### config.mk
export PLATFORM = sky130hd
export DESIGN_NAME = gn2d_dot
export DESIGN_NICKNAME = d
export VERILOG_FILES = /design/src/rtl/core/gn2d_pkg.sv /design/src/rtl/core/gn2d_dot.sv
export SDC_FILE = /design/constraint.sdc
export NUM_CORES = 2
export LEC_CHECK = 0
export BUFFER_PORTS_ARGS = -buffer_cell sky130_fd_sc_hd__buf_2
export CAP_MARGIN = 0
export CELL_PAD_IN_SITES_DETAIL_PLACEMENT = 0
export CELL_PAD_IN_SITES_GLOBAL_PLACEMENT = 1
export CORE_UTILIZATION = 47
export DETAILED_ROUTE_END_ITERATION = 8
export HOLD_SLACK_MARGIN = 0.05
export PLACE_DENSITY = 0.91
export RECOVER_POWER = 50
export SLEW_MARGIN = 20
export SYNTH_ARGS = -nofsm -noshare
export SYNTH_HDL_FRONTEND = slang
export SYNTH_SLANG_ARGS = --single-unit
### constraint.sdc
create_clock -name aclk -period 8.2 [get_ports aclk]
set_input_delay 2.05 -clock aclk [delete_from_list [all_inputs] [get_ports aclk]]
set_output_delay 2.05 -clock aclk [all_outputs]
set_load 0.01 [all_outputs]
### src/rtl/core/gn2d_pkg.sv
// shared types, constants and table functions for the 2d gradient noise core
// no dependencies
package gn2d_pkg;

    localparam int FREQ_W  = 24;   // frequency register, unsigned fixed point
    localparam int GRAD_W  = 17;   // gradient component, signed q2.15 holding +-1.0
    localparam int NOISE_W = 19;   // corner dot products and blends before saturation
    localparam int OUT_W   = 16;   // noise result, signed q1.15

    localparam logic [FREQ_W-1:0] FREQ_RESET = 24'd4096;

    localparam logic [31:0] HASH_MUL_A = 32'd3284157443;
    localparam logic [31:0] HASH_MUL_B = 32'd1911520717;
    localparam logic [31:0] HASH_MUL_C = 32'd2048419325;

    localparam longint Q30_ONE     = 64'sd1073741824;
    localparam longint Q30_HALF_PI = 64'sd1686629713;

    localparam logic signed [OUT_W-1:0] NOISE_MAX = 16'sh7fff;
    localparam logic signed [OUT_W-1:0] NOISE_MIN = 16'sh8000;

    // quadrant of the gradient angle
    typedef enum logic [1:0] {
        QUAD_I   = 2'd0,
        QUAD_II  = 2'd1,
        QUAD_III = 2'd2,
        QUAD_IV  = 2'd3
    } quad_t;

    function automatic logic [31:0] rotl16(input logic [31:0] v);
        return {v[15:0], v[31:16]};
    endfunction

    // q2.30 multiply with truncation, operands non-negative
    function automatic longint q30_mul(input longint a, input longint b);
        return (a * b) >>> 30;
    endfunction

    // q2.30 to q1.15, round half up, negatives clamp to zero
    function automatic logic [GRAD_W-1:0] q30_to_q15(input longint v);
        longint c;
        c = (v < 0) ? 64'sd0 : v;
        return GRAD_W'((c + 64'sd16384) >>> 15);
    endfunction

    // angle inside the quarter circle for table index r, q2.30
    function automatic longint quarter_angle(input int unsigned r, input int unsigned qbits);
        return (longint'(r) * Q30_HALF_PI) >>> qbits;
    endfunction

    // sine by taylor series up to the ninth power
    function automatic logic [GRAD_W-1:0] taylor_sin(input int unsigned r,
                                                     input int unsigned qbits);
        longint x;
        longint x2;
        longint t;
        x  = quarter_angle(r, qbits);
        x2 = q30_mul(x, x);
        t  = Q30_ONE - x2 / 72;
        t  = Q30_ONE - q30_mul(x2, t) / 42;
        t  = Q30_ONE - q30_mul(x2, t) / 20;
        t  = Q30_ONE - q30_mul(x2, t) / 6;
        return q30_to_q15(q30_mul(x, t));
    endfunction

    // cosine by taylor series up to the tenth power
    function automatic logic [GRAD_W-1:0] taylor_cos(input int unsigned r,
                                                     input int unsigned qbits);
        longint x;
        longint x2;
        longint t;
        x  = quarter_angle(r, qbits);
        x2 = q30_mul(x, x);
        t  = Q30_ONE - x2 / 90;
        t  = Q30_ONE - q30_mul(x2, t) / 56;
        t  = Q30_ONE - q30_mul(x2, t) / 30;
        t  = Q30_ONE - q30_mul(x2, t) / 12;
        t  = Q30_ONE - q30_mul(x2, t) / 2;
        return q30_to_q15(t);
    endfunction

endpackage

### src/rtl/core/gn2d_dot.sv
// corner dot product of gradient and offset, rounded to signed q4.15
// depends on gn2d_pkg
module gn2d_dot import gn2d_pkg::*; #(
    parameter int FRAC_BITS = 16
) (
    input  logic                        aclk,
    input  logic                        en,
    input  logic signed [FRAC_BITS:0]   dx,
    input  logic signed [FRAC_BITS:0]   dy,
    input  logic signed [GRAD_W-1:0]    gx,
    input  logic signed [GRAD_W-1:0]    gy,
    output logic signed [NOISE_W-1:0]   dot
);

    localparam int PXW = FRAC_BITS + 1 + GRAD_W;
    localparam int SW  = PXW + 1;
    localparam logic signed [SW-1:0] HALF = SW'(64'd1 << (FRAC_BITS - 1));

    logic signed [PXW-1:0]     prod_x_reg, prod_y_reg, prod_x_next, prod_y_next;
    logic signed [SW-1:0]      sum, shifted;
    logic signed [NOISE_W-1:0] dot_reg, dot_next;

    assign prod_x_next = PXW'(dx) * PXW'(gx);
    assign prod_y_next = PXW'(dy) * PXW'(gy);

    always_ff @(posedge aclk) begin
        if (en) begin
            prod_x_reg <= prod_x_next;
            prod_y_reg <= prod_y_next;
        end
    end

    // round half up: floor of (sum + half) by the offset scale
    assign sum      = SW'(prod_x_reg) + SW'(prod_y_reg);
    assign shifted  = (sum + HALF) >>> FRAC_BITS;
    assign dot_next = NOISE_W'(shifted);

    always_ff @(posedge aclk) begin
        if (en) begin
            dot_reg <= dot_next;
        end
    end

    assign dot = dot_reg;

endmodule

# After elaboration in Yosys (flattened, before gate mapping)
# Index checks and enable logic that the tools add are counted.
# Widths: inputs -> output; s select.
[op_classes] add_sub_neg=2 mul=2
[op_table] cell="$mul 17x17->34" n=2
[op_table] cell="$add 34x34->35" n=1
[op_table] cell="$add 35x17->35 const B" n=1
[totals] regBits=87 output_inout_bits=19 word_cells=7

# Logic depth before layout (Yosys ltp)
[depth] ltp_word=2 mapped_depth=24

# Worst setup path after synthesis
# Ideal clock, no wire load.
[synth_timing] path_type="input -> register" start="input port gy[8]" end="register prod_y_reg[33], data pin" arrival_ns=7.920 path_slack_ns=0.015 cell_stages=24 cell_sequence="clkbuf_1 > clkbuf_1 > nand2_1 > fa_1 > inv_1 > fa_1 > inv_1 > fa_1 > inv_1 > fa_1 > fa_1 > inv_1 > fa_1 > inv_1 > ha_1 > a21oi_1 > a21boi_0 > o311a_1 > o41ai_2 > a21boi_1 > o21a_1 > a41o_1 > o41ai_2 > xnor2_1"
[synth_via] elab_chain_cells=1
[synth_lines] item="from (decl)" line_no="gn2d_dot.sv:11" rtl="input logic signed [GRAD_W-1:0] gy,"
[synth_lines] item="$mul 17x17->34" line_no="gn2d_dot.sv:24" rtl="assign prod_y_next = PXW'(dy) * PXW'(gy);"
[synth_lines] item="named net prod_y_next[33]" line_no="gn2d_dot.sv:19" rtl="logic signed [PXW-1:0] prod_x_reg, prod_y_reg, prod_x_next, prod_y_next;"
[synth_lines] item="to (signal assigned)" line_no="gn2d_dot.sv:29" rtl="prod_y_reg <= prod_y_next;"
[synth_lines] item="to (decl)" line_no="gn2d_dot.sv:19"
# The timed path passes the listed nets, and every way through them passes these cells.
# A chain may end at the register's enable or synchronous reset.

# Worst setup path in the final report
[layout_timing] start="input port dy[4]" end="register prod_y_reg[33], data pin"
[layout_via] elab_chain_cells=1
[layout_lines] item="from (decl)" line_no="gn2d_dot.sv:9" rtl="input logic signed [FRAC_BITS:0] dy,"
[layout_lines] item="$mul 17x17->34" line_no="gn2d_dot.sv:24"
[layout_lines] item="named net prod_y_next[33]" line_no="gn2d_dot.sv:19"
# The timed path passes the listed nets, and every way through them passes these cells.

==> results.json <==
{
  "critical_path_class": "input pin to register",
  "wl_mm": 56.28,
  "crit_family": "adder cells",
  "yosys_most_used_dff": "edfxtp_1",
  "synth_mux_area_share_pct": 0.1210,
  "dieArea_sq_um": 55960,
  "cp_slowest_stage_delay_ns": 0.53,
  "setup_viol": 0,
  "place.gp.congestion": 0.8830,
  "grt_pass1_wl_mm": 96.42,
  "drt_iter0_drc": 1050,
  "worstPathCellList": "buf_2 -> and2_1 -> fa_1 -> inv_1 -> fa_1 -> inv_1 -> fa_1 -> fa_1 -> fa_1 -> inv_1 -> fa_1 -> inv_1 -> ha_1 -> nand4_1 -> nor2_1 -> o311a_1 -> o41ai_2 -> a21boi_1 -> o21a_1 -> a41o_1 -> o41ai_2 -> xnor2_1",
  "ctsHtreeMaxLevel": 3,
  "synth_xor_area_share_pct": 2.642,
  "cts_root_buf": "clkbuf_16",
  "fp-row-count": 85,
  "overflow": 0,
  "drtPass1Iterations": 5,
  "hold_viol_final": 0,
  "crit_required_ns": 8.30,
  "fin_util_pct": 51.51,
  "cp_max_fo": 15,
  "cts_buffer_depth": 2,
  "track_usage_pct": 21.52,
  "synth_cell_types": 60,
  "cts_sinks": 87,
  "wl_per_cell_um": 16.23,
  "slew-limit-headroom_pct": -207.8,
  "yosysMostFrequentCell": "inv_1",
  "grt_pass1_vias": 19870,
  "timing.critical_path.buf_inv": 5,
  "netlist_area_sq_um": 25860,
  "synth-simple-area-share_pct": 14.43,
  "io_buffers": 88,
  "cp_common_cell": "fa_1",
  "n_fill_cell": 4792,
  "synth.area.top_cells": "fa_1 46%, ha_1 11%, edfxtp_1 10%",
  "synth_cells": 2644,
  "clk_pin_slew_worst_paths_ns": 0.06,
  "yosysTopAreaCellShare_pct": 45.83,
  "cts_tree": "done",
  "violations": "max-capacitance violations, max-slew violations",
  "rsz0062_at_grt": "false",
  "fin_skew_ns": 0.008531,
  "yosys_warnings": 0,
  "core-area_sq_um": 54130,
  "fmax_mhz": 126.8,
  "boundaryPins": 89,
  "synth_fp_nets": 3541,
  "synth_fa_ha_area_share_pct": 57.20,
  "layout_min_cycle_time_ns": 7.887,
  "finalMaxSlewViolations": 88,
  "finalCritPeriodShare_pct": 96.18,
  "tightest_slew_ns": 4.617,
  "grt_max_degree": 88,
  "numCtsBuffers": 9,
  "slowest_stage": "fa_1",
  "final_layout_size_suffix_gt1_share_pct": 7.473,
  "synth_top_family_by_area": "adder cells",
  "maxCapViolCount": 1,
  "status": "complete, but fails checks",
  "final_cells": 3467,
  "drc": 0,
  "netlist_top_cells_count": "631 x inv_1, 592 x fa_1, 299 x and2_1",
  "min_path_type": "register to register",
  "ant_nets": 0,
  "grt_antenna_before_repair": 1,
  "syn_avg_cell_area_sq_um": 9.781,
  "hpwlAfterDp_mm": 48.82,
  "fin_nets": 3662,
  "synth_top_area_cell": "fa_1",
  "die_y_um": 236.6,
  "vias": 17910,
  "cts_hold_buffers": 0,
  "finalHoldWorstSlack_ns": 0.9318,
  "initial_core_util_pct": 47.77,
  "syn2layout_area_growth_pct": 7.833,
  "post-place-cells": 3450,
  "die_w_um": 236.6,
  "synth_compound_area_share_pct": 5.254,
  "cts_setup_buffers": 0,
  "async_flop_share_pct": 0,
  "synth_edf_count": 87,
  "avgViaCountPerCell": 5.165,
  "clock_latency_ns": 0.35,
  "worstPathArrival_ns": 7.98,
  "ys_seq_area_share_pct": 10.10,
  "ys_ff_latch": 87,
  "end_kind": "register",
  "start_kind": "input pin"
}
## cells by family after synthesis
kind of cell    after synthesis
flops                        87
mux                           3
xor+xnor                     78
compound gates              204
buf+inv                     706
fa+ha+maj                   827
simple gates                739
## repair_timing
| action | CTS | global route |
|---|---|---|
| hold endpoints to repair | 0 | 0 |
| resized for setup | 0 | 1 |
| setup endpoints to repair | 0 | 1 |
## metrics by stage
| step | area (sq um) | worst slack (ns) | setup TNS (ns) |
|---|---|---|---|
| detailed placement | 27630 | -0.03005 | -0.03404 |
| global route | 27880 | 0.03819 | 0 |
| finish | 27890 | 0.3132 | 0 |
| floorplan | 25860 | 0.01516 | 0 |
| CTS | 27890 | 0.3377 | 0 |
| global placement | 27630 | 0.05252 | 0 |
## final timing paths
kind                  startpoint  depth (start not counted)  slack [ns]              to
setup / recovery           dy[4]                         22        0.31  prod_y_reg[33]
hold / removal    prod_y_reg[31]                          3        0.93         dot[15]
setup reg to reg  prod_x_reg[10]                         11        4.81         dot[13]
hold reg to reg   prod_y_reg[31]                          3        0.93         dot[15]
## layer usage
metal	vias up	GRT usage, %	part of all wire, %
li1	8196	-	-
met2	410	38.53	52
met3	94	2.716	4.4
met4	2	5.313	2.2
met5	-	0	0.023
met1	9205	27.55	41
## tightest hold or removal path, stage by stage, from the launching register on
cell	delay (ns)
edfxtp_1	0.34
ha_1	0.13
ha_1	0.18
xnor2_1	0.17
## cell type report
type / instances / area [sq um] / share of cell area, %
inverter: 631 / 2369 / 8.494
clock buffer: 12 / 236.5 / 0.8480
antenna: 1 / 2.502 / 0.008974
timing repair buffer: 185 / 1174 / 4.209
multi-input combinational: 1851 / 20600 / 73.87
tap: 696 / 870.8 / 3.123
clock inverter: 4 / 22.52 / 0.08076
sequential: 87 / 2613 / 9.369
## cell usage in the layout (no fill, tap or decap), types with 3 or more instances in the layout
cell       Yosys  routed
a211o_1        3       3
a211oi_1       8       8
a21boi_0       7       7
a21o_1        28      28
a21oi_1       55      55
a31oi_1        5       5
a41oi_1        3       3
and2_1       299     297
and3_1         3       3
buf_2          0      85
buf_4          0      95
clkbuf_1      75       7
clkbuf_16      0       9
clkinv_2       0       3
edfxtp_1      87      87
fa_1         592     592
ha_1         235     235
inv_1        631     631
nand2_1      273     273
nand2b_1      17      17
nand3_1       17      17
nand4_1        5       5
nor2_1        73      73
nor2b_1        8       8
nor3_1        17      17
nor4_1         7       7
o211ai_1       9       9
o21a_1         7       7
o21ai_0       38      38
o21bai_1       7       7
o31ai_1        4       4
or2_2          6       6
or3_1          6       6
xnor2_1       59      59
xor2_1        19      19
Power is not shown: default switching activity piles up to over one toggle a cycle in this logic, so the estimate is an artifact.
