### src/rtl/core/gn2d_pkg.sv
// shared types, constants and table functions for the 2d gradient noise core
// no dependencies
package gn2d_pkg;

    localparam int FREQ_W  = 24;   // frequency register, unsigned fixed point
    localparam int GRAD_W  = 17;   // gradient component, signed q2.15 holding +-1.0
    localparam int NOISE_W = 19;   // corner dot products and blends before saturation
    localparam int OUT_W   = 16;   // noise result, signed q1.15

    localparam logic [FREQ_W-1:0] FREQ_RESET = 24'd4096;

    localparam logic [31:0] HASH_MUL_A = 32'd3284157443;
    localparam logic [31:0] HASH_MUL_B = 32'd1911520717;
    localparam logic [31:0] HASH_MUL_C = 32'd2048419325;

    localparam longint Q30_ONE     = 64'sd1073741824;
    localparam longint Q30_HALF_PI = 64'sd1686629713;

    localparam logic signed [OUT_W-1:0] NOISE_MAX = 16'sh7fff;
    localparam logic signed [OUT_W-1:0] NOISE_MIN = 16'sh8000;

    // quadrant of the gradient angle
    typedef enum logic [1:0] {
        QUAD_I   = 2'd0,
        QUAD_II  = 2'd1,
        QUAD_III = 2'd2,
        QUAD_IV  = 2'd3
    } quad_t;

    function automatic logic [31:0] rotl16(input logic [31:0] v);
        return {v[15:0], v[31:16]};
    endfunction

    // q2.30 multiply with truncation, operands non-negative
    function automatic longint q30_mul(input longint a, input longint b);
        return (a * b) >>> 30;
    endfunction

    // q2.30 to q1.15, round half up, negatives clamp to zero
    function automatic logic [GRAD_W-1:0] q30_to_q15(input longint v);
        longint c;
        c = (v < 0) ? 64'sd0 : v;
        return GRAD_W'((c + 64'sd16384) >>> 15);
    endfunction

    // angle inside the quarter circle for table index r, q2.30
    function automatic longint quarter_angle(input int unsigned r, input int unsigned qbits);
        return (longint'(r) * Q30_HALF_PI) >>> qbits;
    endfunction

    // sine by taylor series up to the ninth power
    function automatic logic [GRAD_W-1:0] taylor_sin(input int unsigned r,
                                                     input int unsigned qbits);
        longint x;
        longint x2;
        longint t;
        x  = quarter_angle(r, qbits);
        x2 = q30_mul(x, x);
        t  = Q30_ONE - x2 / 72;
        t  = Q30_ONE - q30_mul(x2, t) / 42;
        t  = Q30_ONE - q30_mul(x2, t) / 20;
        t  = Q30_ONE - q30_mul(x2, t) / 6;
        return q30_to_q15(q30_mul(x, t));
    endfunction

    // cosine by taylor series up to the tenth power
    function automatic logic [GRAD_W-1:0] taylor_cos(input int unsigned r,
                                                     input int unsigned qbits);
        longint x;
        longint x2;
        longint t;
        x  = quarter_angle(r, qbits);
        x2 = q30_mul(x, x);
        t  = Q30_ONE - x2 / 90;
        t  = Q30_ONE - q30_mul(x2, t) / 56;
        t  = Q30_ONE - q30_mul(x2, t) / 30;
        t  = Q30_ONE - q30_mul(x2, t) / 12;
        t  = Q30_ONE - q30_mul(x2, t) / 2;
        return q30_to_q15(t);
    endfunction

endpackage

### src/rtl/core/gn2d_lattice.sv
// coordinate scaling, lattice cell and offset split, first hash multiply per column
// depends on gn2d_pkg
module gn2d_lattice import gn2d_pkg::*; #(
    parameter int COORD_BITS = 16,
    parameter int FRAC_BITS  = 16
) (
    input  logic                         aclk,
    input  logic                         en,
    input  logic signed [COORD_BITS-1:0] pos_x,
    input  logic signed [COORD_BITS-1:0] pos_y,
    input  logic [FREQ_W-1:0]            freq,
    output logic [31:0]                  a0,
    output logic [31:0]                  a1,
    output logic [31:0]                  y0,
    output logic [31:0]                  y1,
    output logic [FRAC_BITS-1:0]         fx,
    output logic [FRAC_BITS-1:0]         fy
);

    localparam int PW    = COORD_BITS + FREQ_W + 1;
    localparam int EXT_W = FRAC_BITS + 32;

    logic signed [PW-1:0]    px_reg, py_reg, px_next, py_next;
    logic signed [EXT_W-1:0] px_ext, py_ext;
    logic [31:0]             x0, x1;
    logic [31:0]             a0_reg, a1_reg, y0_reg, y1_reg;
    logic [31:0]             a0_next, a1_next, y0_next, y1_next;
    logic [FRAC_BITS-1:0]    fx_reg, fy_reg;

    assign px_next = PW'(pos_x) * PW'($signed({1'b0, freq}));
    assign py_next = PW'(pos_y) * PW'($signed({1'b0, freq}));

    always_ff @(posedge aclk) begin
        if (en) begin
            px_reg <= px_next;
            py_reg <= py_next;
        end
    end

    // floor of the lattice position, wrapped to 32 bits
    assign px_ext  = EXT_W'(px_reg);
    assign py_ext  = EXT_W'(py_reg);
    assign x0      = px_ext[FRAC_BITS +: 32];
    assign x1      = x0 + 32'd1;
    assign y0_next = py_ext[FRAC_BITS +: 32];
    assign y1_next = y0_next + 32'd1;
    assign a0_next = x0 * HASH_MUL_A;
    assign a1_next = x1 * HASH_MUL_A;

    always_ff @(posedge aclk) begin
        if (en) begin
            a0_reg <= a0_next;
            a1_reg <= a1_next;
            y0_reg <= y0_next;
            y1_reg <= y1_next;
            fx_reg <= px_reg[FRAC_BITS-1:0];
            fy_reg <= py_reg[FRAC_BITS-1:0];
        end
    end

    assign a0 = a0_reg;
    assign a1 = a1_reg;
    assign y0 = y0_reg;
    assign y1 = y1_reg;
    assign fx = fx_reg;
    assign fy = fy_reg;

endmodule

### config.mk
export PLATFORM = sky130hd
export DESIGN_NAME = gn2d_lattice
export DESIGN_NICKNAME = d
export VERILOG_FILES = /design/src/rtl/core/gn2d_pkg.sv /design/src/rtl/core/gn2d_lattice.sv
export SDC_FILE = /design/constraint.sdc
export NUM_CORES = 2
export LEC_CHECK = 0
export BUFFER_PORTS_ARGS = -buffer_cell sky130_fd_sc_hd__buf_2
export CORE_MARGIN = 5
export CORE_UTILIZATION = 47
export CTS_BUF_LIST = sky130_fd_sc_hd__clkbuf_4 sky130_fd_sc_hd__clkbuf_8
export DETAILED_ROUTE_END_ITERATION = 12
export PLACE_DENSITY = 0.69
export REMOVE_ABC_BUFFERS = 1
export SLEW_MARGIN = 20
export SYNTH_ARGS = -nofsm -noshare
export SYNTH_HDL_FRONTEND = slang
export SYNTH_SLANG_ARGS = --single-unit
export TNS_END_PERCENT = 30
### constraint.sdc
create_clock -name aclk -period 6.15 [get_ports aclk]
set_input_delay 0.615 -clock aclk [delete_from_list [all_inputs] [get_ports aclk]]
set_output_delay 0.615 -clock aclk [all_outputs]
set_load 0.02 [all_outputs]
## Word level (Yosys, flattened, before mapping)

Cells that the tools add are included.

- Bits in registers: 235
- Input bits: 58
- Word-level logic and storage cells: 14
- Output and inout port bits: 160

- $mul: 4
- Add/sub/neg operators: 2

Operators by type and width:

| kind | number |
|---|---|
| 16-bit by 25-bit multiplier with 41-bit output | 2 |
| 25-bit by 2-bit adder with 26-bit output (second input constant) | 2 |
| 25-bit by 31-bit multiplier with 32-bit output (second input constant) | 1 |
| 26-bit by 31-bit multiplier with 32-bit output (second input constant) | 1 |

## Logic depth before layout (Yosys ltp)

- Word-level depth: 2
- Gate-level depth with buffers: 27
- Mapped depth without buffers: 27

## Least setup slack after synthesis

Ideal clock, no wire load.

- Kind: flip-flop to flip-flop
- From: register px_reg[17]
- To: register a1_reg[31] (netlist: a1[31]) (data pin)
- Data arrival time: 6432 ps
- Buffers on the path: 0
- Stages on the path, launching flop included: 27
- Path slack: -541 ps
- Cell sequence: edfxtp_1 ha_1 nand3_1 nor2_1 and2_1 and3_1 nand2_1 xnor2_1 ha_1 ha_1 ha_1 ha_1 inv_1 fa_1 fa_1 inv_1 fa_1 ha_1 a21o_1 a21o_1 a21o_1 a21o_1 a221o_1 a21o_1 o41ai_1 o21ai_1 xnor2_1

- Longest elaborated chain between the ends: 2

RTL lines:

| what | RTL line | RTL |
|---|---|---|
| from (decl) | gn2d_lattice.sv:23 | `logic signed [PW-1:0] px_reg, py_reg, px_next, py_next;` |
| from (signal assigned) | gn2d_lattice.sv:35 | `px_reg <= px_next;` |
| 25-bit by 2-bit adder with 26-bit output | gn2d_lattice.sv:44 | `assign x1 = x0 + 32'd1;` |
| 26-bit by 31-bit multiplier with 32-bit output | gn2d_lattice.sv:48 | `assign a1_next = x1 * HASH_MUL_A;` |
| named net a1_next[31] | gn2d_lattice.sv:27 | `logic [31:0] a0_next, a1_next, y0_next, y1_next;` |
| to (signal assigned) | gn2d_lattice.sv:53 | `a1_reg <= a1_next;` |
| to (decl) | gn2d_lattice.sv:26 | `logic [31:0] a0_reg, a1_reg, y0_reg, y1_reg;` |

The timed path passes the listed nets, and every way through them passes these cells.
A chain may end at the register's enable or synchronous reset.

## Final worst setup path

- From: register px_reg[23]
- To: register a1_reg[31] (netlist: a1[31]) (data pin)

Same word-level chain as after synthesis.

==> qor.yml <==
ff2ff_path_depth: 23
grt_usage_pct: 21.45
grt_max_degree: 126
r2r_start: "px_reg[23]"
coreArea_um2: 89600
netlist_area_um2: 42240
clk_pin_slew_ns: 0.06
place_congestion: 0.9250
synthArstFlopShare_pct: 0
drive_above_1_share_pct: 17.68
ant_nets: 0
die_h_um: 309.8
cp_num_buf_inv: 3
outcome: "complete, but fails checks"
synth_edf_count: 229
min_to: "fy[15]"
cp_data_arrival_time_ns: 6.59
worstPathMaxFanout: 4
yosys.area.top_type_share_pct: 34.41
num_vias: 30580
clockRootBuffer: "clkbuf_8"
yosys_warnings: 0
skew_ns: 0.02271
fin_nets: 6200
critical_path.top_delay_family: "adder cells"
place_hpwl_um: 86550
viasPerCell: 5.066
htreeDepth: 2
wirelength_um: 101500
violations: "setup timing"
r2r_end: "a1[31]"
setup_tns_ns: -0.2493
portBuffers: 217
die_area_um2: 95970
yosysSeqAreaShare_pct: 16.28
antenna_found_initial: 5
overflow: 0
grt_pass1_wl_um: 165300
start_kind: "flop"
setup_viol: 4
initial_core_util_pct: 47.15
ctsHoldBuffers: 0
max_freq_mhz: 160.5
rrSetupSlack_ns: -0.08
fin_crit_sh_pct: 101.3
cts_buffers: 42
worstMarginPinSlew_ns: 0.9617
synth_ff_type: "edfxtp_1"
hold_path_depth: 0
wire_per_inst_um: 16.81
insertion_delay_ns: 0.63
period_needed_ns: 6.232
ys_seq_elements: 229
cts_tree: "built"
ios: 218
rsz0062_at_grt: "yes"
syn_to_final_growth_pct: 17.22
synth_cells: 4270
drv_slew: 0
slowest_delay_ns: 0.57
grt_pass1_vias: 32900
worst_ep_required_time_ns: 6.51
setup_slack_ns: -0.08181
hold_viol: 0
syn_avg_cell_area_um2: 9.893
maxSlewHeadroom_pct: 35.67
die_w_um: 309.8
cap_viol_max_count: 0
ys_types: 64
synth_top_area_cell: "fa_1"
crit_type: "reg2reg"
hold_start: "py_reg[15]"
synth.top_cells.by_area: "fa_1, ha_1, edfxtp_1"
path_cells: "ha_2, nand2_2, nor2_4, and3_4, nand4_1, nor3_2, xor2_1, ha_1, ha_2, fa_2, inv_2, fa_2, fa_1, inv_1, fa_1, ha_4, and3_4, a221o_1, a21o_1, o41ai_2, buf_4, o21ai_2, xnor2_1"
hp-class: "reg2reg"
max-clock-path-buffers: 3
endpoint_kind: "flop"
cts.sinks: 229
crit_slowest_cell: "fa_2"
drc: 0
row_count: 110
firstDrtPassIters: 5
drt-initial-drc-count: 1713
==> repair_timing <==
action                     in CTS  in global routing
pin swaps                      28                 55
setup buffers                   8                 11
resized for setup              56                166
setup endpoints to repair      15                 34
gates cloned                    0                  1
hold endpoints to repair        0                  0
==> routing by layer <==
| metal | wire [µm] | part of all wire (%) | up-vias | global-route usage [%] |
|---|---|---|---|---|
| met4 | 3916 | 3.9 | 2 | 7.249 |
| met1 | 41970 | 41 | 15340 | 27.72 |
| met2 | 49620 | 49 | 809 | 37.09 |
| met3 | 5958 | 5.9 | 193 | 3.379 |
| li1 | - | - | 14230 | - |
| met5 | 7 | 0.0069 | - | 0 |
==> cells in the mapped netlist, types with 5 or more instances <==
master and n:
inv_1 990, fa_1 726, ha_1 592, nand2_1 452, and2_1 348, edfxtp_1 229
xnor2_1 151, clkbuf_1 137, nor2_1 107, a21oi_1 102, a21o_1 61, xor2_1 47
o21ai_0 38, nand3_1 34, nand2b_1 31, and3_1 22, nand4_1 17, o21bai_1 17
nor3_1 15, a211oi_1 14, nor2b_1 14, buf_4 13, o21a_1 11, o211ai_1 10
o21ai_1 10, a211o_1 8, a31oi_1 7, a221o_1 5, a31o_2 5, nor4_1 5
==> worst reg2reg max path, cell delays in order, from the launching register on <==
cell and delay (ns):
edfxtp_1 0.44, ha_2 0.23, nand2_2 0.08, nor2_4 0.13, and3_4 0.20, nand4_1 0.22
nor3_2 0.28, xor2_1 0.28, ha_1 0.29, ha_2 0.20, fa_2 0.57, inv_2 0.04
fa_2 0.43, fa_1 0.50, inv_1 0.05, fa_1 0.54, ha_4 0.22, and3_4 0.17
a221o_1 0.33, a21o_1 0.20, o41ai_2 0.21, buf_4 0.16, o21ai_2 0.06, xnor2_1 0.14
==> cells in the final DEF (no fill, tap or decap), types with 22 or more instances in the layout <==
cell and count:
buf_4 421, a21o_1 61, edfxtp_1 229, buf_2 180, ha_1 564, xnor2_1 141, clkbuf_8 43, nand2_1 448
fa_1 707, nor2_1 103, a21oi_1 96, buf_6 24, inv_1 984, o21ai_0 36, and2_1 345, xor2_1 45
clkbuf_4 22, nand3_1 31, nand2b_1 31
==> how the worst max path moves through the flow <==
| stage | end | slack (ns) | startpoint | cells past startpoint |
|---|---|---|---|---|
| after floorplan | a1[31] | -0.62 | px_reg[16] | 26 |
| after global placement | py_reg[37] | -0.75 | pos_y[1] | 23 |
| after detailed placement | py_reg[37] | -0.86 | freq[16] | 21 |
| after CTS | a1[31] | -0.01 | px_reg[23] | 23 |
| after global routing | a1[31] | -0.33 | px_reg[23] | 26 |
| final | a1[31] | -0.08 | px_reg[23] | 23 |
==> metrics by stage <==
step	setup WS [ns]	hold slack (ns)	area (µm²)	cells	util, %
after floorplan	-0.6193	0.4003	41620	4117	-
after global placement	-0.7479	0.4022	47540	5936	53.05
after detailed placement	-0.8621	0.4052	47540	5936	53.05
after CTS	-0.01259	0.3991	48670	6018	54.32
after global routing	-0.3278	0.4105	49510	6032	55.26
final	-0.08181	0.4114	49520	6035	55.26
==> layout make-up <==
| cell class | instances | area [µm²] |
|---|---|---|
| antenna | 5 | 12.51 |
| timing repair buffer | 663 | 4877 |
| fill | 7727 | 40080 |
| inverter | 991 | 3720 |
| multi-input combinational | 2897 | 31740 |
| clock inverter | 23 | 167.7 |
| clock buffer | 51 | 651.9 |
| tap | 1176 | 1471 |
| sequential | 229 | 6877 |
==> cells by family after synthesis <==
family                   after synthesis  synth area share, %
flip-flops                           229                16.28
AO/OA/AOI/OAI                        324                5.160
AND/OR/NAND/NOR                     1057                12.24
XOR/XNOR                             198                4.105
buffers and inverters               1144                10.28
adder cells (fa/ha/maj)             1318                51.94
Power is left out: the tool's default activity adds up to more than one toggle a clock period on the data nets, which glitch-free logic cannot reach.
