**src/rtl/core/gn2d_pkg.sv**
```systemverilog
// shared types, constants and table functions for the 2d gradient noise core
// no dependencies
package gn2d_pkg;

    localparam int FREQ_W  = 24;   // frequency register, unsigned fixed point
    localparam int GRAD_W  = 17;   // gradient component, signed q2.15 holding +-1.0
    localparam int NOISE_W = 19;   // corner dot products and blends before saturation
    localparam int OUT_W   = 16;   // noise result, signed q1.15

    localparam logic [FREQ_W-1:0] FREQ_RESET = 24'd4096;

    localparam logic [31:0] HASH_MUL_A = 32'd3284157443;
    localparam logic [31:0] HASH_MUL_B = 32'd1911520717;
    localparam logic [31:0] HASH_MUL_C = 32'd2048419325;

    localparam longint Q30_ONE     = 64'sd1073741824;
    localparam longint Q30_HALF_PI = 64'sd1686629713;

    localparam logic signed [OUT_W-1:0] NOISE_MAX = 16'sh7fff;
    localparam logic signed [OUT_W-1:0] NOISE_MIN = 16'sh8000;

    // quadrant of the gradient angle
    typedef enum logic [1:0] {
        QUAD_I   = 2'd0,
        QUAD_II  = 2'd1,
        QUAD_III = 2'd2,
        QUAD_IV  = 2'd3
    } quad_t;

    function automatic logic [31:0] rotl16(input logic [31:0] v);
        return {v[15:0], v[31:16]};
    endfunction

    // q2.30 multiply with truncation, operands non-negative
    function automatic longint q30_mul(input longint a, input longint b);
        return (a * b) >>> 30;
    endfunction

    // q2.30 to q1.15, round half up, negatives clamp to zero
    function automatic logic [GRAD_W-1:0] q30_to_q15(input longint v);
        longint c;
        c = (v < 0) ? 64'sd0 : v;
        return GRAD_W'((c + 64'sd16384) >>> 15);
    endfunction

    // angle inside the quarter circle for table index r, q2.30
    function automatic longint quarter_angle(input int unsigned r, input int unsigned qbits);
        return (longint'(r) * Q30_HALF_PI) >>> qbits;
    endfunction

    // sine by taylor series up to the ninth power
    function automatic logic [GRAD_W-1:0] taylor_sin(input int unsigned r,
                                                     input int unsigned qbits);
        longint x;
        longint x2;
        longint t;
        x  = quarter_angle(r, qbits);
        x2 = q30_mul(x, x);
        t  = Q30_ONE - x2 / 72;
        t  = Q30_ONE - q30_mul(x2, t) / 42;
        t  = Q30_ONE - q30_mul(x2, t) / 20;
        t  = Q30_ONE - q30_mul(x2, t) / 6;
        return q30_to_q15(q30_mul(x, t));
    endfunction

    // cosine by taylor series up to the tenth power
    function automatic logic [GRAD_W-1:0] taylor_cos(input int unsigned r,
                                                     input int unsigned qbits);
        longint x;
        longint x2;
        longint t;
        x  = quarter_angle(r, qbits);
        x2 = q30_mul(x, x);
        t  = Q30_ONE - x2 / 90;
        t  = Q30_ONE - q30_mul(x2, t) / 56;
        t  = Q30_ONE - q30_mul(x2, t) / 30;
        t  = Q30_ONE - q30_mul(x2, t) / 12;
        t  = Q30_ONE - q30_mul(x2, t) / 2;
        return q30_to_q15(t);
    endfunction

endpackage

```
**src/rtl/core/gn2d_blend.sv**
```systemverilog
// bilinear blend of the four corner values and output saturation, four stages
// depends on gn2d_pkg
module gn2d_blend import gn2d_pkg::*; #(
    parameter int FRAC_BITS = 16
) (
    input  logic                        aclk,
    input  logic                        en,
    input  logic signed [NOISE_W-1:0]   n00,
    input  logic signed [NOISE_W-1:0]   n10,
    input  logic signed [NOISE_W-1:0]   n01,
    input  logic signed [NOISE_W-1:0]   n11,
    input  logic [FRAC_BITS-1:0]        fx,
    input  logic [FRAC_BITS-1:0]        fy,
    output logic signed [OUT_W-1:0]     noise
);

    localparam int DW = NOISE_W + 1;
    localparam int PW = DW + FRAC_BITS + 1;
    localparam int VW = NOISE_W + 2;
    localparam logic signed [PW-1:0] HALF = PW'(64'd1 << (FRAC_BITS - 1));

    // stage one: horizontal products
    logic signed [PW-1:0]      prod_t_reg, prod_b_reg, prod_t_next, prod_b_next;
    logic signed [NOISE_W-1:0] n00_reg, n01_reg;
    logic [FRAC_BITS-1:0]      fy1_reg, fy2_reg;
    // stage two: top and bottom rows
    logic signed [PW-1:0]      rnd_t, rnd_b;
    logic signed [NOISE_W-1:0] top_reg, bot_reg, top_next, bot_next;
    // stage three: vertical product
    logic signed [PW-1:0]      prod_v_reg, prod_v_next;
    logic signed [NOISE_W-1:0] top2_reg;
    // stage four: final sum and saturation
    logic signed [PW-1:0]      rnd_v;
    logic signed [VW-1:0]      v;
    logic signed [OUT_W-1:0]   noise_reg, noise_next;

    assign prod_t_next = PW'(DW'(n10) - DW'(n00)) * PW'($signed({1'b0, fx}));
    assign prod_b_next = PW'(DW'(n11) - DW'(n01)) * PW'($signed({1'b0, fx}));

    always_ff @(posedge aclk) begin
        if (en) begin
            prod_t_reg <= prod_t_next;
            prod_b_reg <= prod_b_next;
            n00_reg    <= n00;
            n01_reg    <= n01;
            fy1_reg    <= fy;
        end
    end

    assign rnd_t    = (prod_t_reg + HALF) >>> FRAC_BITS;
    assign rnd_b    = (prod_b_reg + HALF) >>> FRAC_BITS;
    assign top_next = NOISE_W'(VW'(n00_reg) + VW'(rnd_t));
    assign bot_next = NOISE_W'(VW'(n01_reg) + VW'(rnd_b));

    always_ff @(posedge aclk) begin
        if (en) begin
            top_reg <= top_next;
            bot_reg <= bot_next;
            fy2_reg <= fy1_reg;
        end
    end

    assign prod_v_next = PW'(DW'(bot_reg) - DW'(top_reg)) * PW'($signed({1'b0, fy2_reg}));

    always_ff @(posedge aclk) begin
        if (en) begin
            prod_v_reg <= prod_v_next;
            top2_reg   <= top_reg;
        end
    end

    assign rnd_v = (prod_v_reg + HALF) >>> FRAC_BITS;
    assign v     = VW'(top2_reg) + VW'(rnd_v);

    always_comb begin
        if (v > VW'(NOISE_MAX)) begin
            noise_next = NOISE_MAX;
        end else if (v < VW'(NOISE_MIN)) begin
            noise_next = NOISE_MIN;
        end else begin
            noise_next = OUT_W'(v);
        end
    end

    always_ff @(posedge aclk) begin
        if (en) begin
            noise_reg <= noise_next;
        end
    end

    assign noise = noise_reg;

endmodule
```
**config.mk**
```make
export PLATFORM = sky130hd
export DESIGN_NAME = gn2d_blend
export DESIGN_NICKNAME = d
export VERILOG_FILES = /design/src/rtl/core/gn2d_pkg.sv /design/src/rtl/core/gn2d_blend.sv
export SDC_FILE = /design/constraint.sdc
export NUM_CORES = 2
export LEC_CHECK = 0
export BUFFER_PORTS_ARGS = -buffer_cell sky130_fd_sc_hd__buf_2
export CORE_MARGIN = 2
export CORE_UTILIZATION = 64
export CTS_BUF_LIST = sky130_fd_sc_hd__clkbuf_8
export DETAILED_ROUTE_END_ITERATION = 10
export PLACE_DENSITY_LB_ADDON = 0.1
export SETUP_SLACK_MARGIN = 0.05
export SYNTH_ARGS = -nofsm -noshare
export SYNTH_HDL_FRONTEND = slang
export SYNTH_SLANG_ARGS = --single-unit
```
**constraint.sdc**
```tcl
create_clock -name aclk -period 10.1 [get_ports aclk]
set_clock_uncertainty 0.2 [all_clocks]
set_input_delay 0.505 -clock aclk [delete_from_list [all_inputs] [get_ports aclk]]
set_output_delay 0.505 -clock aclk [all_outputs]
set_load 0.01 [all_outputs]
```
# Word-level counts from Yosys, hierarchy flattened
# Cells that the tools add are included.
dict set report classes {
  reduce_logical 0
  mul 3
  n_eq_ne 0
  n_lt_le_gt_ge 2
  shift 0
  bitwise 0
  n_div 0
  muxes 1
  addsub 9
}
# cell count
set ops {}
lappend ops {{adder 35 x 17 -> 35 bit (second input constant)} 2}
lappend ops {{multiplier 20 x 17 -> 35 bit} 2}
lappend ops {{subtractor 19 x 19 -> 20 bit} 3}
lappend ops {{adder 19 bit} 2}
lappend ops {{adder 37 x 17 -> 37 bit (second input constant)} 1}
lappend ops {{multiplier 20 x 17 -> 37 bit} 1}
lappend ops {{adder 19 x 21 -> 21 bit} 1}
lappend ops {{> comparator 21 x 16 -> 1 bit (second input constant)} 1}
lappend ops {{less-than comparator 21 x 16 -> 1 bit (second input constant)} 1}
lappend ops {{2-to-1 mux 16 bit} 1}
dict set report word_totals {
  mem_bits_rw 0
  reg_bits 250
  mem_bits_ro 0
  in_bits 110
  latchBits 0
  elab_cells 26
  output_inout_bits 16
  memories 0
}

# Logic depth before layout (Yosys ltp)
dict set report logic_depth {
  depth_word 4
  ltp_mapped 37
  mapped_depth_nobuf 36
}

# Worst setup path before layout
# No wires, ideal clock.
dict set report synth_timing {
  path_type {input-to-reg}
  from {input port n11[0]}
  to {register prod_b_reg[34] (data pin)}
  arrival_time_ns 8.637
  setup_time_ns 0.262
  cell_stages 34
  t_required_ns 9.638
  setup_slack_ns 1.002
  path_cell_list {inv_1 -> ha_1 -> inv_1 -> fa_1 -> a21o_1 -> a21oi_1 -> o21ai_1 -> o41ai_1 -> o21ai_1 -> or2_2 -> a21oi_1 -> xnor2_1 -> clkbuf_1 -> nand2_1 -> fa_1 -> fa_1 -> fa_1 -> inv_1 -> fa_1 -> fa_1 -> inv_1 -> fa_1 -> inv_1 -> ha_1 -> a21o_1 -> a21o_1 -> a21oi_1 -> o31ai_1 -> a221o_1 -> a221oi_1 -> o21ai_0 -> nor4_1 -> nor3_1 -> xnor2_1}
}
dict set report synth_between {
  elab_chain_cells 2
}
# item line
set synth_rtl {}
lappend synth_rtl {{start: declaration} gn2d_blend.sv:11} ;# input logic signed [NOISE_W-1:0] n11,
lappend synth_rtl {{subtractor 19 x 19 -> 20 bit} gn2d_blend.sv:38} ;# assign prod_b_next = PW'(DW'(n11) - DW'(n01)) * PW'($signed({1'b0, fx}));
lappend synth_rtl {{multiplier 20 x 17 -> 35 bit} gn2d_blend.sv:38}
lappend synth_rtl {{via prod_b_next[34]} gn2d_blend.sv:23} ;# logic signed [PW-1:0] prod_t_reg, prod_b_reg, prod_t_next, prod_b_next;
lappend synth_rtl {{end signal: assignment} gn2d_blend.sv:43} ;# prod_b_reg <= prod_b_next;
lappend synth_rtl {{end: declaration} gn2d_blend.sv:23}
# The timed path passes the listed nets, and every way through them passes these cells.
# A chain may end at the register's enable or synchronous reset.

# Final worst setup path
dict set report layout_timing {
  from {input port n00[1]}
  to {register prod_t_reg[33] (data pin)}
}
dict set report layout_between {
  elab_chain_cells 2
}
# item line
set layout_rtl {}
lappend layout_rtl {{start: declaration} gn2d_blend.sv:8} ;# input logic signed [NOISE_W-1:0] n00,
lappend layout_rtl {{subtractor 19 x 19 -> 20 bit} gn2d_blend.sv:37} ;# assign prod_t_next = PW'(DW'(n10) - DW'(n00)) * PW'($signed({1'b0, fx}));
lappend layout_rtl {{multiplier 20 x 17 -> 35 bit} gn2d_blend.sv:37}
lappend layout_rtl {{via prod_t_next[33]} gn2d_blend.sv:23}
lappend layout_rtl {{end signal: assignment} gn2d_blend.sv:42} ;# prod_t_reg <= prod_t_next;
lappend layout_rtl {{end: declaration} gn2d_blend.sv:23}
# The timed path passes the listed nets, and every way through them passes these cells.

==> summary.md <==
| Metric | Value |
|---|---|
| Worst hold slack | 0.09438 ns |
| Total GRT Usage | 32.29% |
| Core Area | 71,730 um^2 |
| Slew Viols, Final | 0 |
| Worst EP required | 10.24 ns |
| Slowest library cell on the worst path | xor2_1 |
| Root buf cell | clkbuf_8 |
| Finish-stage setup viols | 0 |
| Fill cells | 5,799 |
| Async SR Flop Fraction | 0% |
| Dpl cell area | 48,400 um^2 |
| Final HPWL DP | 91.33 mm |
| Worst-path clk slew | 0.06 ns |
| Register bit total from synthesis | 205 |
| Yosys warns | 0 |
| Fin area | 49,690 um^2 |
| Initial Util | 64.85% |
| Slowest stage delay, CP | 0.72 ns |
| Gpl congestion | 0.8985 |
| Antenna Nets Post-Route | 0 |
| Port bufs | 125 |
| Largest net degree at the start of global routing | 80 |
| Drt drc | 0 |
| CP max FO | 7 |
| Share of the synthesized area in the top cell type | 39.64% |
| Setup bufs post-CTS | 0 |
| Critical path capture point type | flop |
| CP Launch Type | primary input |
| Die outline height | 273.6 um |
| CTS tree | done |
| Share of layout cells above drive strength 1 | 6.124% |
| Routed WL per cell | 18.81 um |
| Max reg flops | 22 |
| Synth Flop Type | edfxtp_1 |
| Mapped Nets | 6,384 |
| Sequential share of the synthesized area | 13.23% |
| Setup tns final | 0 ns |
| Clock latency on the worst-skew pair | 0.61 ns |
| Number of distinct library cells after synthesis | 70 |
| Final min period | 9.620 ns |
| Relative slew slack | 21.77% |
| Clock sinks | 205 |
| Via count | 33,564 |
| Unrepaired setup endpoints after global routing | true |
| Yosys top cell by area | fa_1 |
| EDFF count, synth | 205 |
| Critical path's top delay family | adder cells |
| I/O pins | 126 |
| Worst Hold Class | in -> reg |
| First-pass GRT wire length | 187.8 mm |
| Max Cap Viol | 0 |
| Most common cell after layout, fill and taps aside | inv_1 |
| Via density | 5.520 |
| Multi-input logic area | 35,280 um^2 |
| Overflow after GRT | 0 |
| Worst Tran Pin Value | 1.173 ns |
| Initial antenna violation count | 2 |
| Register area | 6156 um^2 |
| Die ar. | 74,860 um^2 |
| Leading post-synthesis cells by cell area | fa_1, edfxtp_1, ha_1, inv_1, nand2_1 |
| First-pass DRT Iterations | 5 |
| Syn Inst Count | 4,972 |
| Worst slack at placement | 0.3453 ns |
| Hold Fails Final Rpt | 0 |
| Post-synthesis cell area | 46,520 um^2 |
| Vias in the first global route | 36,047 |
| Most frequent cells in the layout | inv_1, fa_1, nand2_1, ha_1, and2_1 |
| Most frequent CP cell | fa_1 |
| H-tree depth | 2 |
| CTS Buffer Depth | 3 |
| Tcrit/Tclk final | 95.24% |
| CTS Buf Count | 37 |
| Iter 0 DRT Violations | 1,907 |
| Nets@finish | 6,513 |
| Rows | 98 |
| Final WL | 114.4 mm |
| Status | completed |
| CP bufs+invs | 7 |
| Crit Path Class | in -> reg |
| Avg Inst Size Synth | 9.356 um^2 |
| DIE WIDTH | 273.6 um |
| Fin worst setup slack | 0.4803 ns |
| Fmax | 104.0 MHz |
| Area Overhead vs Synth | 6.824% |
| WP data arrival | 9.76 ns |
cells by family (layout without fill, tap and decap cells):
logic type / Yosys count / after routing / share of synthesized area (%)
simple gates: 1460 / 1460 / 15.34
buf+inv: 1373 / 1528 / 11.10
fa+ha+maj: 1318 / 1318 / 50.23
compound gates: 363 / 363 / 5.312
xor+xnor: 252 / 252 / 4.761
flops: 205 / 205 / 13.23
mux: 1 / 1 / 0.02152
other cells: 0 / 3 / 0
what timing repair did:
item | in CTS | in global routing
setup endpoints to repair | 0 | 7
resized for setup | 0 | 6
hold endpoints to repair | 54 | 0
hold buffers | 54 | 0
layer usage:
| metal | global-route usage (%) | vias up | share of wire, % |
|---|---|---|---|
| met4 | 14.87 | 0 | 5.3 |
| met5 | 0 | - | 0 |
| met3 | 4.842 | 271 | 6.3 |
| met1 | 40.60 | 16871 | 39 |
| li1 | - | 15323 | - |
| met2 | 55.22 | 1099 | 49 |
stage by stage:
stage	instances	util, %
final	6080	69.28
after CTS	6077	69.22
after global routing	6078	69.27
after floorplan	4972	-
after global placement	5958	67.48
after detailed placement	5958	67.48
cell type report:
cell class / instances / share of cell area (%)
multi-input combinational: 3394 / 70.99
sequential: 205 / 12.39
inverter: 1188 / 8.974
timing repair buffer: 275 / 3.817
tap: 950 / 2.392
clock buffer: 37 / 1.025
clock inverter: 28 / 0.3953
antenna: 3 / 0.01511
worst paths after layout:
path                         endpoint            startpoint  slack [ns]  cells past startpoint
max          prod_t_reg[33]$_DFFE_PP_                n00[1]        0.48                     33
min           noise[13]$_SDFFCE_PN1P_                    en        0.09                      1
max reg2reg  prod_v_reg[36]$_DFFE_PP_  top_reg[0]$_DFFE_PP_        0.67                     34
min reg2reg      fy2_reg[9]$_DFFE_PP_  fy1_reg[9]$_DFFE_PP_        0.22                      0
synthesized netlist by cell type (9+ instances only):
library cell / count
inv_1: 1188
fa_1: 921
nand2_1: 658
ha_1: 381
and2_1: 369
edfxtp_1: 205
xnor2_1: 195
clkbuf_1: 180
nor2_1: 109
a21oi_1: 93
nand3_1: 65
nor2b_1: 62
nor3_1: 60
xor2_1: 56
a21o_1: 47
o21ai_0: 44
a31oi_1: 29
o21a_1: 29
and3_1: 28
nand2b_1: 22
nor4_1: 22
nor3b_1: 19
maj3_1: 16
a211oi_1: 12
a311oi_1: 11
o21bai_1: 10
o41ai_1: 10
or3_1: 10
nand4_1: 9
Power is not shown: default switching activity piles up to over one toggle a cycle in this logic, so the estimate is an artifact.
