### config.mk
export PLATFORM = sky130hd
export DESIGN_NAME = gn2d_hash
export DESIGN_NICKNAME = d
export VERILOG_FILES = /design/src/rtl/core/gn2d_pkg.sv /design/src/rtl/core/gn2d_hash.sv
export SDC_FILE = /design/constraint.sdc
export NUM_CORES = 1
export LEC_CHECK = 0
export BUFFER_PORTS_ARGS = -buffer_cell sky130_fd_sc_hd__buf_4
export CAP_MARGIN = 20
export CORE_MARGIN = 5
export CORE_UTILIZATION = 51
export DETAILED_ROUTE_END_ITERATION = 8
export MAX_ROUTING_LAYER = met4
export PLACE_DENSITY_LB_ADDON = 0.25
export SLEW_MARGIN = 20
export SYNTH_ARGS = -nofsm -noshare
export SYNTH_HDL_FRONTEND = slang
export SYNTH_SLANG_ARGS = --single-unit
### constraint.sdc
create_clock -name aclk -period 6.5 [get_ports aclk]
set_input_delay 0.65 -clock aclk [delete_from_list [all_inputs] [get_ports aclk]]
set_output_delay 0.65 -clock aclk [all_outputs]
set_load 0.01 [all_outputs]
### src/rtl/core/gn2d_pkg.sv
// shared types, constants and table functions for the 2d gradient noise core
// no dependencies
package gn2d_pkg;

    localparam int FREQ_W  = 24;   // frequency register, unsigned fixed point
    localparam int GRAD_W  = 17;   // gradient component, signed q2.15 holding +-1.0
    localparam int NOISE_W = 19;   // corner dot products and blends before saturation
    localparam int OUT_W   = 16;   // noise result, signed q1.15

    localparam logic [FREQ_W-1:0] FREQ_RESET = 24'd4096;

    localparam logic [31:0] HASH_MUL_A = 32'd3284157443;
    localparam logic [31:0] HASH_MUL_B = 32'd1911520717;
    localparam logic [31:0] HASH_MUL_C = 32'd2048419325;

    localparam longint Q30_ONE     = 64'sd1073741824;
    localparam longint Q30_HALF_PI = 64'sd1686629713;

    localparam logic signed [OUT_W-1:0] NOISE_MAX = 16'sh7fff;
    localparam logic signed [OUT_W-1:0] NOISE_MIN = 16'sh8000;

    // quadrant of the gradient angle
    typedef enum logic [1:0] {
        QUAD_I   = 2'd0,
        QUAD_II  = 2'd1,
        QUAD_III = 2'd2,
        QUAD_IV  = 2'd3
    } quad_t;

    function automatic logic [31:0] rotl16(input logic [31:0] v);
        return {v[15:0], v[31:16]};
    endfunction

    // q2.30 multiply with truncation, operands non-negative
    function automatic longint q30_mul(input longint a, input longint b);
        return (a * b) >>> 30;
    endfunction

    // q2.30 to q1.15, round half up, negatives clamp to zero
    function automatic logic [GRAD_W-1:0] q30_to_q15(input longint v);
        longint c;
        c = (v < 0) ? 64'sd0 : v;
        return GRAD_W'((c + 64'sd16384) >>> 15);
    endfunction

    // angle inside the quarter circle for table index r, q2.30
    function automatic longint quarter_angle(input int unsigned r, input int unsigned qbits);
        return (longint'(r) * Q30_HALF_PI) >>> qbits;
    endfunction

    // sine by taylor series up to the ninth power
    function automatic logic [GRAD_W-1:0] taylor_sin(input int unsigned r,
                                                     input int unsigned qbits);
        longint x;
        longint x2;
        longint t;
        x  = quarter_angle(r, qbits);
        x2 = q30_mul(x, x);
        t  = Q30_ONE - x2 / 72;
        t  = Q30_ONE - q30_mul(x2, t) / 42;
        t  = Q30_ONE - q30_mul(x2, t) / 20;
        t  = Q30_ONE - q30_mul(x2, t) / 6;
        return q30_to_q15(q30_mul(x, t));
    endfunction

    // cosine by taylor series up to the tenth power
    function automatic logic [GRAD_W-1:0] taylor_cos(input int unsigned r,
                                                     input int unsigned qbits);
        longint x;
        longint x2;
        longint t;
        x  = quarter_angle(r, qbits);
        x2 = q30_mul(x, x);
        t  = Q30_ONE - x2 / 90;
        t  = Q30_ONE - q30_mul(x2, t) / 56;
        t  = Q30_ONE - q30_mul(x2, t) / 30;
        t  = Q30_ONE - q30_mul(x2, t) / 12;
        t  = Q30_ONE - q30_mul(x2, t) / 2;
        return q30_to_q15(t);
    endfunction

endpackage

### src/rtl/core/gn2d_hash.sv
// one corner lane of the multiply-xor-rotate hash, two register stages
// depends on gn2d_pkg
module gn2d_hash import gn2d_pkg::*; #(
    parameter int ANGLE_TABLE_BITS = 10
) (
    input  logic                        aclk,
    input  logic                        en,
    input  logic [31:0]                 a,
    input  logic [31:0]                 y,
    output logic [ANGLE_TABLE_BITS-1:0] angle
);

    logic [31:0]                 a_reg, b_reg, b_next, h;
    logic [ANGLE_TABLE_BITS-1:0] angle_reg;

    assign b_next = (y ^ rotl16(a)) * HASH_MUL_B;

    always_ff @(posedge aclk) begin
        if (en) begin
            a_reg <= a;
            b_reg <= b_next;
        end
    end

    assign h = (a_reg ^ rotl16(b_reg)) * HASH_MUL_C;

    always_ff @(posedge aclk) begin
        if (en) begin
            angle_reg <= h[31 -: ANGLE_TABLE_BITS];
        end
    end

    assign angle = angle_reg;

endmodule

Word level (Yosys, flattened, before mapping)
Cells that the tools add are included.
{ "word_totals": {"reg_bits": 74, "out_inout_bits": 10} }
{ "classes": {"bitwise": 2, "mul": 2} }
{ "ops": {"columns": ["cell", "n"], "rows": [
  ["32-bit by 31-bit multiplier with 32-bit output, second input constant", 2],
  ["32-bit XOR", 2]
]} }

Logic depth before layout (Yosys ltp)
Gate-level depths: netlist of run 1.
{ "depth": {"depth_word": 2, "depth_mapped": 27, "depth_no_buf": 27} }

Worst setup path after synthesis of run 1
No wires, ideal clock.
{ "synth_timing": {"path_type": "input-to-reg", "startpoint": "input port a[20]", "endpoint": "register b_reg[31] (data pin)", "n_path_buf": 0, "setup_ps": 260, "required_ps": 6240, "arrival_ps": 6818, "cell_stages": 23, "path_slack_ps": -578, "cell_sequence": "xnor2_1 -> xnor2_1 -> ha_1 -> or2_2 -> fa_1 -> fa_1 -> inv_1 -> fa_1 -> inv_1 -> fa_1 -> inv_1 -> fa_1 -> inv_1 -> fa_1 -> fa_1 -> ha_1 -> or2_2 -> a21o_1 -> o41ai_2 -> a31oi_4 -> a21oi_2 -> o221ai_1 -> xnor2_1"} }
{ "synth_via": {"elab_chain_len": 2} }
{ "synth_lines": {"columns": ["element", "line_no", "source"], "rows": [
  ["from (decl)", "gn2d_hash.sv:8", "input logic [31:0] a,"],
  ["32-bit XOR", "gn2d_hash.sv:16", "assign b_next = (y ^ rotl16(a)) * HASH_MUL_B;"],
  ["32-bit by 31-bit multiplier with 32-bit output", "gn2d_hash.sv:16", null],
  ["named net b_next[31]", "gn2d_hash.sv:13", "logic [31:0] a_reg, b_reg, b_next, h;"],
  ["to (signal assigned)", "gn2d_hash.sv:21", "b_reg <= b_next;"],
  ["to (decl)", "gn2d_hash.sv:13", null]
]} }
The timed path passes the listed nets, and every way through them passes these cells.
A chain may end at the register's enable or synchronous reset.

Worst setup path after layout of run 1
{ "layout_timing": {"startpoint": "register b_reg[31]", "endpoint": "register angle_reg[9], in the netlist angle[9] (data pin)"} }
{ "layout_via": {"elab_chain_len": 2} }
{ "layout_lines": {"columns": ["element", "line_no", "source"], "rows": [
  ["32-bit XOR", "gn2d_hash.sv:25", "assign h = (a_reg ^ rotl16(b_reg)) * HASH_MUL_C;"],
  ["32-bit by 31-bit multiplier with 32-bit output", "gn2d_hash.sv:25", null],
  ["named net h[31]", "gn2d_hash.sv:13", null],
  ["to (signal assigned)", "gn2d_hash.sv:29", "angle_reg <= h[31 -: ANGLE_TABLE_BITS];"],
  ["to (decl)", "gn2d_hash.sv:14", "logic [ANGLE_TABLE_BITS-1:0] angle_reg;"]
]} }
The timed path passes the listed nets, and every way through them passes these cells.

==> out/qor.csv, run 1 <==
metric;value;unit
Slew Limit Fails;0;
DR pass1 iterations;4;
final setup skew;0.01430;ns
maximum clock path buffer count;2;
slew margin rel.;44.55;%
Post-Place Setup Slack;-0.7260;ns
first-pass GRT wire length;85830;um
Cell variety after synth;48;
DR WL/cell;19.55;um
CP Launch Type;flop;
failing checks;negative setup slack;
Synth top cells by count;657 x inv_1, 459 x fa_1, 337 x ha_1, 107 x xnor2_1, 74 x edfxtp_1;
Ys Warns;0;
Hold Violations, Final;0;
crit path DAT;7.07;ns
Synth Instances;1894;
Initial Util;51.31;%
syn_area_per_cell;10.99;sq um
synthesis-to-finish area growth;23.46;%
Max-Cap Viols;0;
cts bufs inserted;9;
vias post-DR;13763;
multi-input logic area;17090;sq um
Final setup violation count;14;
synthesized area;20810;sq um
post-synth top area share;44.16;%
class of the most critical setup path;reg2reg;
storage element area;2222;sq um
Synth async-reset ratio;0;%
max frequency;143.4;MHz
die footprint;44940;sq um
CTS tree;done;
RSZ-0062 raised after global routing;true;
die width;212.0;um
Post-CTS Hold Fix Bufs;0;
vias in the first global route;15774;
most numerous cell in the Yosys netlist;inv_1;
Final HPWL DP;50630;um
largest net degree at the start of global routing;65;
worst-margin pin slew;0.8317;ns
Ports;76;
#FFs+latches synth;74;
top cells by area, synth;fa_1 44%, ha_1 20%, inv_1 12%, edfxtp_1 11%, xnor2_1 4.5%;
Core ar.;40550;sq um
share of cells above drive strength 1;24.64;%
Via density;4.884;
Residual DRC;0;
NumNets Final;3142;
CP endpoint kind;flop;
Synth Flop Type;edfxtp_1;
Core Util, Final;63.35;%
number of flops mapped to enable cells by yosys;74;
Starting DRT DRC Count;628;
clock sinks;74;
GPL Wtd Cong;0.9989;
Worst-path clk slew;0.07;ns
Seq/Total Area, Yosys;10.68;%
Yosys top cell by area;fa_1;
Detail Route Antenna Nets;0;
clk_lat worst skew;0.36;ns
Syn Nets;2756;
Post-Route WL;55090;um
worst hold path type;in2reg;
final instance count without filler cells;2818;
Root Driver;clkbuf_16;
H-tree levels;3;
initial antenna violation count;1;
Worst EP required;6.60;ns
Die Y;212.0;um
period utilization;107.3;%
Final min period;6.973;ns
GRT Util Overall;26.29;%
row cnt;74;
Fillers;3234;
Overflow after GRT;0;
dpl cells;2771;
status;complete, but fails checks;
PortBufs;75;
critical path fanouts, max;4;
final setup margin;-0.4729;ns
cell type report:
| cell class | instances | area share [%] |
|---|---|---|
| antenna | 1 | 0.009741 |
| clock buffer | 9 | 0.8767 |
| inverter | 657 | 9.629 |
| timing repair buffer | 377 | 11.44 |
| sequential | 74 | 8.650 |
| tap | 532 | 2.591 |
| multi-input combinational | 1161 | 66.51 |
| clock inverter | 7 | 0.2971 |
kinds of logic (layout without fill, tap and decap cells):
group           Yosys count  count (layout)  synth area share [%]
other cells               0               1                     0
compound gates          100             100                 3.476
buf+inv                 659            1050                 11.89
simple gates             85              85                 1.948
flops                    74              74                 10.68
fa+ha+maj               797             797                 64.47
xor+xnor                179             179                 7.535
layout by cell type (no fill, tap or decap), types with 10 or more instances in the layout:
cell type,Yosys,final
inv_1,657,627
fa_1,459,439
buf_4,0,356
ha_1,337,322
xnor2_1,107,91
edfxtp_1,74,74
xor2_1,72,49
inv_2,0,29
fa_2,0,20
nor2_1,26,19
nand2_1,20,18
xor2_2,0,17
buf_6,0,17
a21o_1,16,16
ha_4,0,15
a21oi_1,22,13
a21oi_2,6,10
stage by stage:
stage,area [sq um],setup TNS (ns),hold slack [ns]
final,25690,-2.276,0.4908
after global routing,25690,-4.372,0.4786
after CTS,25120,-2.108,0.4735
after detailed placement,24430,-8.818,0.8535
after global placement,24430,-7.036,0.8516
after floorplan,21160,-0.3872,0.7489
critical path, cell delays in order, from the launching register on:
cell and delay, ns:
edfxtp_1 0.41, xor2_2 0.30, inv_2 0.12, buf_6 0.13
fa_1 0.49, inv_2 0.04, fa_2 0.46, fa_1 0.48
inv_1 0.05, fa_1 0.47, inv_1 0.05, fa_1 0.50
fa_2 0.45, fa_2 0.56, fa_2 0.46, ha_4 0.31
nand2_4 0.06, o21ai_4 0.19, a31oi_2 0.10, a311oi_4 0.39
o211a_1 0.21, o21a_1 0.16, o21a_1 0.15, nor2_2 0.04
xnor2_1 0.11
worst paths after layout:
path / cells after the start / to / slack, ns / startpoint
setup reg to reg: 24 / angle[9] / -0.47 / b_reg[31]
setup / recovery: 24 / angle[9] / -0.47 / b_reg[31]
hold reg to reg: 7 / angle[9] / 1.39 / b_reg[13]
hold / removal: 1 / a_reg[6] / 0.49 / a[6]
timing repair:
item                                    4_1_cts  5_1_grt
setup buffers                                17       17
pin swaps                                    62       86
endpoints found under the setup margin       18       23
resized for setup                            62       95
metal layers:
metal  track usage (%)  vias to the layer above  share of wire [%]
li1                  -                     6384                  -
met1             33.02                     7012                 41
met2             44.49                      271                 51
met3             3.409                       96                4.1
met4             8.774                        0                3.9
met5                 -                        -                  0
Power of run 1 is not shown: default switching activity piles up to over one toggle a cycle in this logic, so the estimate is an artifact.
==> run 2, diff against run 1 <==
ABC_AREA = 1   (was not set)
CELL_PAD_IN_SITES_DETAIL_PLACEMENT = 2   (was not set)
CELL_PAD_IN_SITES_GLOBAL_PLACEMENT = 2   (was not set)
CORE_MARGIN = 2   (was 5)
CORE_UTILIZATION = 38   (was 51)
==> out/qor.csv, run 2 <==
metric;value;unit;change
Post-CTS Hold Fix Bufs;0;;unchanged
NumNets Final;3724;;+19%
die footprint;60700;sq um;+35%
cts bufs inserted;9;;unchanged
slowest stage cell on the critical path;fa_1;;
Residual DRC;0;;unchanged
CP Launch Type;flop;;
crit path from;a_reg[12];;
class of the most critical setup path;reg2reg;;
Final min period;7.265;ns;+0.2917 ns
Hold Violations, Final;0;;unchanged
DR WL/cell;34.33;um;+76%
Worst EP required;6.64;ns;+0.04 ns
Cell variety after synth;44;;-8.3%
Worst-path clk slew;0.08;ns;about the same
mux share of post-synthesis cell area;0;%;unchanged
Critical Path Max Stage Delay;0.60;ns;+0.04 ns
syn_area_per_cell;9.474;sq um;-14%
worst hold path type;in2reg;;
initial antenna violation count;4;;+3
crit path DAT;7.40;ns;+0.33 ns
Detail Route Antenna Nets;0;;unchanged
Seq/Total Area, Yosys;9.955;%;-0.72 points
Ys Warns;0;;unchanged
worst-margin pin slew;1.076;ns;+0.2444 ns
CP endpoint kind;flop;;
slew margin rel.;28.26;%;-16 points
synthesized area;22320;sq um;+7.3%
failing checks;negative setup slack;;
CTS tree;done;;
CP Buf/Inv Count;7;;+2
GRT Util Overall;35.00;%;+8.7 points
die width;246.4;um;+16%
#FFs+latches synth;74;;unchanged
final setup margin;-0.7646;ns;-0.2917 ns
Root Driver;clkbuf_16;;
Via density;5.551;;+14%
clock sinks;74;;unchanged
Synth async-reset ratio;0;%;unchanged
number of flops mapped to enable cells by yosys;74;;unchanged
GPL Wtd Cong;0.9354;;-6.4%
Final HPWL DP;79540;um;+57%
Core ar.;57920;sq um;+43%
post-synth top area share;41.17;%;-3.0 points
XOR/XNOR Fraction of Synth Area;4.765;%;-2.8 points
reg2reg start;a_reg[12];;
Post-Place Setup Slack;-0.7315;ns;-0.005504 ns
Yosys top cell by area;fa_1;;
RSZ-0062 raised after global routing;true;;
PortBufs;75;;unchanged
Initial Util;38.54;%;-13 points
Slew Limit Fails;0;;unchanged
Syn Nets;3218;;+17%
Max-Cap Viols;0;;unchanged
vias post-DR;20189;;+47%
first-pass GRT wire length;147200;um;+72%
setup TNS;-11.70;ns;-9.426 ns
maximum clock path buffer count;2;;unchanged
row cnt;88;;+19%
vias in the first global route;22700;;+44%
DR pass1 iterations;5;;+1
CP delay by family, top;adder cells;;
period utilization;111.8;%;+4.5 points
compound-cell area share of the yosys netlist;3.240;%;-0.24 points
Die Y;246.4;um;+16%
commonest cells after routing, fill and taps aside;713 x inv_1, 446 x buf_4, 411 x fa_1, 290 x ha_1, 277 x nand2_1;;
max frequency;137.7;MHz;-4.0%
Ports;76;;unchanged
Starting DRT DRC Count;1353;;+120%
synthesis-to-finish area growth;32.80;%;
share of cells above drive strength 1;30.76;%;+6.1 points
largest net degree at the start of global routing;75;;+15%
commonest non-fill, non-tap cell in the layout;inv_1;;
simple logic cell fraction of the synthesized area;9.019;%;+7.1 points
Final setup violation count;23;;+9
Synth Flop Type;edfxtp_1;;
critical path fanouts, max;5;;+1
internal reg-to-reg setup slack;-0.76;ns;-0.29 ns
Synth top cells by count;771 x inv_1, 459 x fa_1, 337 x ha_1, 324 x nand2_1, 74 x edfxtp_1;;
most numerous cell in the Yosys netlist;inv_1;;
largest family of logic cells by synthesized area;adder cells;;
Overflow after GRT;0;;unchanged
final setup skew;0.02163;ns;+0.007329 ns
Synth Area in Adders;60.06;%;-4.4 points
Synth Instances;2356;;+24%
status;complete, but fails checks;;
top cells by area, synth;fa_1 41%, ha_1 19%, inv_1 13%, edfxtp_1 10%, nand2_1 5.4%;;
Worst Hold Launch;a[18];;
Post-Route WL;124900;um;+130%
clk_lat worst skew;0.40;ns;+0.04 ns
H-tree levels;3;;unchanged
## run 2: path summary, 6_finish.rpt
check,to,depth (start not counted)
worst max-delay path,angle[9],26
worst min register to register,angle[9],10
worst max register to register,angle[9],26
worst min-delay path,a_reg[18],1
## run 2: layer usage
| layer | routed length (um) | global-route usage [%] |
|---|---|---|
| met5 | 0 | - |
| met3 | 8141 | 6.427 |
| met4 | 10470 | 15.17 |
| met1 | 43860 | 39.02 |
| met2 | 62390 | 61.19 |
## run 2: final cells by class
cell class / count / area [sq um]
multi-input combinational: 1511 / 19300
clock buffer: 11 / 232.7
tap: 765 / 957.2
sequential: 74 / 2222
inverter: 771 / 2932
fill: 6043 / 28270
clock inverter: 5 / 30.03
timing repair buffer: 495 / 3951
antenna: 5 / 12.51
## run 2: stage by stage
step | hold WS (ns) | cells | util [%] | area (sq um)
after floorplan | 0.7489 | 2356 | - | 22400
after global placement | 0.8428 | 3552 | 45.96 | 26620
after detailed placement | 0.8468 | 3552 | 45.96 | 26620
after CTS | 0.4313 | 3589 | 48.66 | 28180
after global routing | 0.4401 | 3635 | 51.17 | 29640
final | 0.4378 | 3637 | 51.18 | 29640
## run 2: repair_timing
action | CTS | global route
hold endpoints to repair | 0 | 0
setup endpoints to repair | 21 | 26
resized for setup | 245 | 267
buffers inserted | 22 | 46
pin swaps | 119 | 202
## run 2: kinds of logic (layout without fill, tap and decap cells)
family / after synthesis / count (layout)
xor+xnor: 118 / 118
buf+inv: 771 / 1282
other cells: 0 / 5
compound gates: 121 / 121
fa+ha+maj: 796 / 796
flops: 74 / 74
simple gates: 476 / 476
Power of run 2 is left out for the same reason.
